**src/hw/rtl/fpsd_pkg.sv**
```systemverilog
// ----------------------------------------------------------------------------
// fpsd_pkg
// Types and constants for the saturating fixed-point divider.
// ----------------------------------------------------------------------------
package fpsd_pkg;

  localparam int unsigned DataW       = 32;
  // Unsaturated quotient magnitudes stay below 2^(DataW-2).
  localparam int unsigned QuotW       = DataW - 2;
  localparam int unsigned FracBitsDef = 16;

  localparam logic [DataW-1:0] SatPos = {1'b0, {(DataW-1){1'b1}}};
  localparam logic [DataW-1:0] SatNeg = {1'b1, {(DataW-1){1'b0}}};

  typedef struct packed {
    logic signed [DataW-1:0] dividend;
    logic signed [DataW-1:0] divisor;
  } in_t;

  typedef struct packed {
    logic signed [DataW-1:0] quotient;
    logic                    saturated;
  } out_t;

endpackage

```
**src/hw/rtl/fixed_point_saturating_divide.sv**
```systemverilog
// ----------------------------------------------------------------------------
// fixed_point_saturating_divide
// Pipelined signed fixed-point divider with overflow guard and saturation.
// ----------------------------------------------------------------------------
//  channel | signals                          | payload
//  --------+----------------------------------+------------------------------
//  in      | in_valid_i / in_ready_o   / in_i  | dividend, divisor
//  out     | out_valid_o / out_ready_i / out_o | quotient, saturated
//
//  One item per cycle while the output is not held; the pipe has one front
//  stage, one restoring step per stage and one sign stage.
//  Reset clears only the valid bits; payload registers are left as they are.
//  A result held at the output freezes the whole pipe and drops in_ready_o.
// ----------------------------------------------------------------------------
module fixed_point_saturating_divide #(
  parameter int unsigned FracBits = fpsd_pkg::FracBitsDef
) (
  input  logic           clk_i,
  input  logic           rst_ni,
  input  logic           in_valid_i,
  output logic           in_ready_o,
  input  fpsd_pkg::in_t  in_i,
  output logic           out_valid_o,
  input  logic           out_ready_i,
  output fpsd_pkg::out_t out_o
);
  import fpsd_pkg::*;

  localparam int unsigned GuardShift = QuotW - FracBits;
  localparam int unsigned NumSteps   = QuotW;

  logic                  adv;
  logic [DataW-1:0]      mag_a, mag_b;
  logic                  neg_d, sat_d;

  logic [NumSteps:0]     vld_q;
  logic [DataW-1:0]      rem_q [0:NumSteps];
  logic [DataW-1:0]      den_q [0:NumSteps];
  logic [QuotW-1:0]      quo_q [0:NumSteps];
  logic [GuardShift-1:0] low_q [0:NumSteps];
  logic [NumSteps:0]     neg_q;
  logic [NumSteps:0]     sat_q;

  logic                  out_vld_q;
  out_t                  out_q, out_d;

  assign adv        = !out_vld_q || out_ready_i;
  assign in_ready_o = adv;

  // front stage: magnitudes and guard
  always_comb begin
    mag_a = in_i.dividend[DataW-1] ? (DataW'(0) - $unsigned(in_i.dividend))
                                   : $unsigned(in_i.dividend);
    mag_b = in_i.divisor[DataW-1] ? (DataW'(0) - $unsigned(in_i.divisor))
                                  : $unsigned(in_i.divisor);
    neg_d = in_i.dividend[DataW-1] ^ in_i.divisor[DataW-1];
    sat_d = (mag_a >> GuardShift) >= mag_b;
  end

  always_ff @(posedge clk_i or negedge rst_ni) begin
    if (!rst_ni) begin
      vld_q[0] <= 1'b0;
    end else if (adv) begin
      vld_q[0] <= in_valid_i;
    end
  end

  always_ff @(posedge clk_i) begin
    if (adv) begin
      rem_q[0] <= mag_a >> GuardShift;
      den_q[0] <= mag_b;
      quo_q[0] <= '0;
      low_q[0] <= mag_a[GuardShift-1:0];
      neg_q[0] <= neg_d;
      sat_q[0] <= sat_d;
    end
  end

  // one restoring step per stage
  for (genvar s = 0; s < NumSteps; s++) begin : g_step
    logic            fb;
    logic [DataW:0]  trial;
    logic [DataW:0]  diff;
    logic            take;
    logic [DataW-1:0] rem_d;

    if (s < GuardShift) begin : g_low
      assign fb = low_q[s][GuardShift-1-s];
    end else begin : g_zero
      assign fb = 1'b0;
    end

    always_comb begin
      trial = {rem_q[s], fb};
      diff  = trial - {1'b0, den_q[s]};
      take  = trial >= {1'b0, den_q[s]};
      rem_d = take ? diff[DataW-1:0] : trial[DataW-1:0];
    end

    always_ff @(posedge clk_i or negedge rst_ni) begin
      if (!rst_ni) begin
        vld_q[s+1] <= 1'b0;
      end else if (adv) begin
        vld_q[s+1] <= vld_q[s];
      end
    end

    always_ff @(posedge clk_i) begin
      if (adv) begin
        rem_q[s+1] <= rem_d;
        den_q[s+1] <= den_q[s];
        quo_q[s+1] <= {quo_q[s][QuotW-2:0], take};
        low_q[s+1] <= low_q[s];
        neg_q[s+1] <= neg_q[s];
        sat_q[s+1] <= sat_q[s];
      end
    end
  end

  // sign stage
  always_comb begin
    logic [DataW-1:0] mag_q;
    mag_q = {{(DataW-QuotW){1'b0}}, quo_q[NumSteps]};
    if (sat_q[NumSteps]) begin
      out_d.quotient = neg_q[NumSteps] ? SatNeg : SatPos;
    end else begin
      out_d.quotient = neg_q[NumSteps] ? (DataW'(0) - mag_q) : mag_q;
    end
    out_d.saturated = sat_q[NumSteps];
  end

  always_ff @(posedge clk_i or negedge rst_ni) begin
    if (!rst_ni) begin
      out_vld_q <= 1'b0;
    end else if (adv) begin
      out_vld_q <= vld_q[NumSteps];
    end
  end

  always_ff @(posedge clk_i) begin
    if (adv) begin
      out_q <= out_d;
    end
  end

  assign out_valid_o = out_vld_q;
  assign out_o       = out_q;

`ifndef SYNTHESIS
  a_sat_value: assert property (@(posedge clk_i) disable iff (!rst_ni)
    out_valid_o && out_o.saturated |->
      (out_o.quotient == SatPos) || (out_o.quotient == SatNeg))
    else $error("saturated item without a saturation value");

  a_quot_range: assert property (@(posedge clk_i) disable iff (!rst_ni)
    out_valid_o && !out_o.saturated |->
      out_o.quotient[DataW-1] == out_o.quotient[DataW-2])
    else $error("unsaturated quotient out of range");

  a_rem_below_den: assert property (@(posedge clk_i) disable iff (!rst_ni)
    vld_q[0] && !sat_q[0] |-> rem_q[0] < den_q[0])
    else $error("partial remainder not below divisor");

  a_rem_end: assert property (@(posedge clk_i) disable iff (!rst_ni)
    vld_q[NumSteps] && !sat_q[NumSteps] |-> rem_q[NumSteps] < den_q[NumSteps])
    else $error("final remainder not below divisor");
`endif

endmodule
```
**config.mk**
```make
export PLATFORM = sky130hd
export DESIGN_NAME = fixed_point_saturating_divide
export DESIGN_NICKNAME = d
export VERILOG_FILES = /design/src/hw/rtl/fpsd_pkg.sv /design/src/hw/rtl/fixed_point_saturating_divide.sv
export SDC_FILE = /design/constraint.sdc
export NUM_CORES = 2
export LEC_CHECK = 0
export BUFFER_PORTS_ARGS = -buffer_cell sky130_fd_sc_hd__buf_2
export CAP_MARGIN = 20
export CORE_UTILIZATION = 40
export CTS_BUF_LIST = sky130_fd_sc_hd__clkbuf_8
export DETAILED_ROUTE_END_ITERATION = 8
export PLACE_DENSITY = 0.59
export SETUP_SLACK_MARGIN = 0.4
export SLEW_MARGIN = 10
export SYNTH_ARGS = -nofsm -noshare
export SYNTH_HDL_FRONTEND = slang
export SYNTH_SLANG_ARGS = --single-unit
```
**constraint.sdc**
```tcl
create_clock -name clk_i -period 176.7 [get_ports clk_i]
set_clock_uncertainty 0.2 [all_clocks]
set_input_delay 8.835 -clock clk_i [delete_from_list [all_inputs] [get_ports clk_i]]
set_output_delay 8.835 -clock clk_i [all_outputs]
set_load 0.05 [all_outputs]
```
* Word level (Yosys, flattened, before mapping)
Memory sizes are Yosys's and may differ from the RTL's.
Index checks and enable logic that the tools add are counted.
** Word-level totals
- Register bits :: 127
- Bits in writable memories :: 3348
- Bits of input ports :: 68
- Memories :: 4
- Logic and storage cells :: 204
** Memories
- den_q :: depth 31, width 32, rd ports 30, clocked after Yosys merged registers in 0, write ports 31, RTL line fixed_point_saturating_divide.sv:38 : logic [DataW-1:0] den_q [0:NumSteps];
- rem_q :: depth 31, width 32, rd ports 30, clocked after Yosys merged registers in 0, write ports 31, RTL line fixed_point_saturating_divide.sv:37 : logic [DataW-1:0] rem_q [0:NumSteps];
- quo_q :: depth 31, width 30, rd ports 31, clocked after Yosys merged registers in 0, write ports 31, RTL line fixed_point_saturating_divide.sv:39 : logic [QuotW-1:0] quo_q [0:NumSteps];
- low_q :: depth 31, width 14, rd ports 30, clocked after Yosys merged registers in 0, write ports 31, RTL line fixed_point_saturating_divide.sv:40 : logic [GuardShift-1:0] low_q [0:NumSteps];
** Cells by class
- $lt $le $gt $ge :: 31
- Add/sub/neg operators :: 33
- Reduce and logical (&&, ||, !) cells :: 2
- Bitwise gates (word level) :: 1
- Multiplexer cells :: 37
** Operator list (number)
- 32-bit 2-to-1 mux :: 35
- 33-bit by 32-bit >= comparator with 1-bit output :: 30
- 32-bit subtractor :: 30
- 1-bit by 32-bit subtractor with 32-bit output (first input constant) :: 2
- 18-bit by 32-bit >= comparator with 1-bit output :: 1
- 1-bit by 30-bit subtractor with 31-bit output (first input constant) :: 1
- 1-bit 2-to-1 mux :: 2
- 1-bit logical NOT :: 1
- 1-bit logical OR :: 1
- 1-bit XOR :: 1

* Longest topological paths before layout
- Depth after elaboration :: 4
- Gate-level depth with buffers :: 19
- Gate-level depth less buffers :: 19

* Worst setup path before layout
OpenSTA, ideal clock, no wires.
- Kind :: in2out
- Start point :: input out_ready_i
- End point :: output in_ready_o
- Path buffers :: 2
- Cell stages on the path :: 4
- Data arrival time :: 58.763 ns
- Path slack :: 108.902 ns
- Data required time :: 167.665 ns
- Cells stage by stage :: nor2b_1 -> clkbuf_1 -> clkbuf_1 -> inv_1
** On the way
- Word-level cells in the longest chain between the ends :: 1
** Ends and longest elaborated chain
- start: declaration :: RTL line fixed_point_saturating_divide.sv:24 : input logic out_ready_i,
- 1-bit logical OR :: RTL line fixed_point_saturating_divide.sv:47 : assign adv = !out_vld_q || out_ready_i;
- end: declaration :: RTL line fixed_point_saturating_divide.sv:21 : output logic in_ready_o,
Every way passes these cells.

* Worst setup path in the final report
Ends and elaborated chain as after synthesis.

==> results.cfg <==
[yosys]
yosys_warnings = 0
synth.avg_cell_area_sq_um = 11.6
synth_edf_count = 2571
synth_top_family_by_area = compound AO/OA/AOI/OAI gates
synthesis.nets = 13200
synthFlopType = edfxtp_1
yosys.area_share.xor_xnor = 0.0515
synth-simple-area-share = 0.0888
synth_mux_area_frac = 0.0283
synthCells = 12100
synthAdderAreaFrac = 0.0905
synth_seq_cells = 2603
seq_area_frac_synth = 0.557
synth_cell_types = 92
synth_area_sq_um = 140000
synth_compound_area_frac = 0.143
synth_async_sr_flop_share = 0.0123

[sta]
rsz0062_at_grt = false
slew_headroom = 0.238
min_period_over_period = 0.108
slew_violations = 0
tns_ns = 0
setup_viol = 0
min_period_ns = 19.10
whs_ns = 0.141
hold_viol_final = 0
worst_slew_pin_slew_ns = 1.13
clock.fmax_mhz = 52.4

[critical_path]
crit_slowest_cell = buf_4
worst-path-buf-inv = 4
crit_path_start_kind = input port
cp-end-kind = output pin
crit_top_cell = buf_2
crit_chain = buf_2 > nor2b_2 > buf_4 > inv_8 > buf_2
critical_path_required_ns = 167.66
critPathKind = in2out
critPathArrivalTime_ns = 10.07
critPathTopFamily = buffers and inverters
cp_slowest_stage_delay_ns = 0.38
worstPathMaxFanout = 51

[detailed_routing]
vias_per_cell = 5.17
vias = 90100
drt_iter0_drc = 5737
detail_route.wl_per_cell_um = 17.5
first_pass_iters = 6
drc = 0
ant_nets = 0
drt-total-wl_um = 306000

[placement]
hpwlAfterDp_um = 227000
portBuffers = 102
place_area_sq_um = 146000
place_congestion = 0.898

[finish]
syn_to_final_growth_pct = 10.4
utilization = 0.446
fillers = 32300
nNetsFinal = 13500
ff_latch_area_sq_um = 78000
multi_input_comb_area_sq_um = 56600
stdcell_area_sq_um = 155000
final_layout_size_suffix_gt1_frac = 0.0937

[floorplanning]
rows = 216
start_util = 0.404
io_pins = 103
dieArea_sq_um = 353000
die_h_um = 594
die_w_um = 594
coreArea_sq_um = 347000

[clock_network]
insertion_delay_ns = 1.15
path_clk_slew_ns = 0.06
post_cts_buffers = 0
cts_made_buffers = 445
holdBufCountCts = 0
tritoncts = yes
cts.sinks = 2603
cts.path.max_buffers = 4
cts-root-buf = clkbuf_8
cts-resized-gates = 0
htreeDepth = 5

[run_status]
status = finished, final reports clean

[global_route]
grt_pass1_vias = 88300
grt_usage = 0.168
grt_max_degree = 191
antenna_found_initial = 7
grt_overflow = 0
grt_pass1_wl_um = 480000

[flow_run]
cap_viol_max_count = 0

[worst_hold_path]
hp-class = reg2reg
-- cell families after synthesis --
family                   count (synthesis)
flip-flops                            2603
buffers and inverters                 1519
AO/OA/AOI/OAI                         3219
XOR/XNOR                               824
adder cells (fa/ha/maj)                996
AND/OR/NAND/NOR                       2613
multiplexers                           352
-- metal layers --
metal	global-route usage	vias up	routed length (um)
li1	-	45200	-
met5	0	-	41
met4	0.0470	6	7850
met2	0.300	1674	151000
met1	0.211	42700	134000
met3	0.0246	513	13100
-- Yosys cell counts, types with 23 or more instances --
library cell	number	area share
a211o_1	28	0.0017
a211oi_1	65	0.0035
a21boi_0	58	0.0031
a21o_1	488	0.026
a21oi_1	972	0.035
a221oi_1	31	0.0019
a31o_2	27	0.0017
a31oi_1	99	0.0044
and2_1	40	0.0018
and3_1	85	0.0038
buf_2	26	0.00093
clkbuf_1	214	0.0057
dfrtp_1	32	0.0057
edfxtp_1	2571	0.55
fa_1	29	0.0041
ha_1	967	0.086
inv_1	1250	0.033
mux2_2	322	0.026
mux2i_1	23	0.0016
nand2_1	796	0.021
nand2b_1	167	0.0075
nand3_1	165	0.0059
nand4_1	125	0.0056
nor2_1	689	0.018
nor2b_1	174	0.0078
nor3_1	145	0.0052
nor3b_1	28	0.0015
nor4_1	38	0.0017
o211ai_1	47	0.0025
o21a_1	141	0.0076
o21ai_0	809	0.029
o21bai_1	109	0.0058
o31a_1	25	0.0016
o31ai_1	100	0.0054
or2_2	41	0.0018
or3_1	48	0.0021
xnor2_1	501	0.031
xor2_1	323	0.020
-- cell type report --
cell class	count	area share
Clock buffer	447	0.0398
Clock inverter	381	0.0160
Antenna cell	3	0.0000485
Multi-Input combinational cell	8004	0.365
Tap cell	4578	0.0370
Inverter	1251	0.0304
Timing Repair Buffer	171	0.00729
Sequential cell	2603	0.504
-- worst reg2reg max path, cell delays in order (launching register included) --
cell,delay [ns]
dfrtp_1,0.37
nor2b_2,0.14
buf_4,0.26
inv_8,0.38
buf_4,0.58
buf_12,0.74
buf_12,0.80
buf_4,0.87
buf_4,0.80
buf_12,0.77
buf_4,1.10
buf_4,0.92
-- metrics by stage --
step                instances  worst slack [ns]
floorplan               12100            108.90
global placement        16600            157.56
detailed placement      16600            157.58
CTS                     17400            157.58
global route            17400            157.52
finish                  17400            157.60
-- layout by cell type (no fill, tap or decap), types with 48 or more instances in the layout --
cell type	count
or3_1	48
and3_1	85
o31ai_1	100
buf_2	102
ha_1	967
a21o_1	487
clkbuf_8	447
nand2b_1	167
nor3_1	145
nand3_1	164
a31oi_1	97
o21bai_1	109
a211oi_1	65
o21a_1	139
edfxtp_1	2571
o21ai_0	809
inv_1	1365
clkinv_1	125
buf_4	61
mux2_2	322
xnor2_1	501
nor2b_1	173
a21oi_1	969
a21boi_0	58
nor2_1	689
xor2_1	323
nand2_1	793
clkinv_2	79
nand4_1	125
-- flip-flops by register name (all words and copies together), names as in the netlist --
signal,flops
den_q,960
low_q,105
neg_q,31
out_d,1
out_o,33
out_valid_o,1
quo_q,465
rem_q,946
sat_q,30
vld_q,31
-- path summary, 6_finish.rpt --
check | start | endpoint | slack, ns | cells after the start
worst max-delay path | out_ready_i | in_ready_o | 157.60 | 5
worst min-delay path | den_q[3][52] | den_q[4][20] | 0.14 | 0
worst max register to register | out_valid_o | den_q[0][60] | 168.26 | 11
worst min register to register | den_q[3][52] | den_q[4][20] | 0.14 | 0
max in group asynchronous | rst_ni | vld_q[8] | 168.25 | 1
min in group asynchronous | rst_ni | vld_q[0] | 7.59 | 1
Power is left out: the tool's default activity adds up to more than one toggle a clock period on the data nets, which glitch-free logic cannot reach.
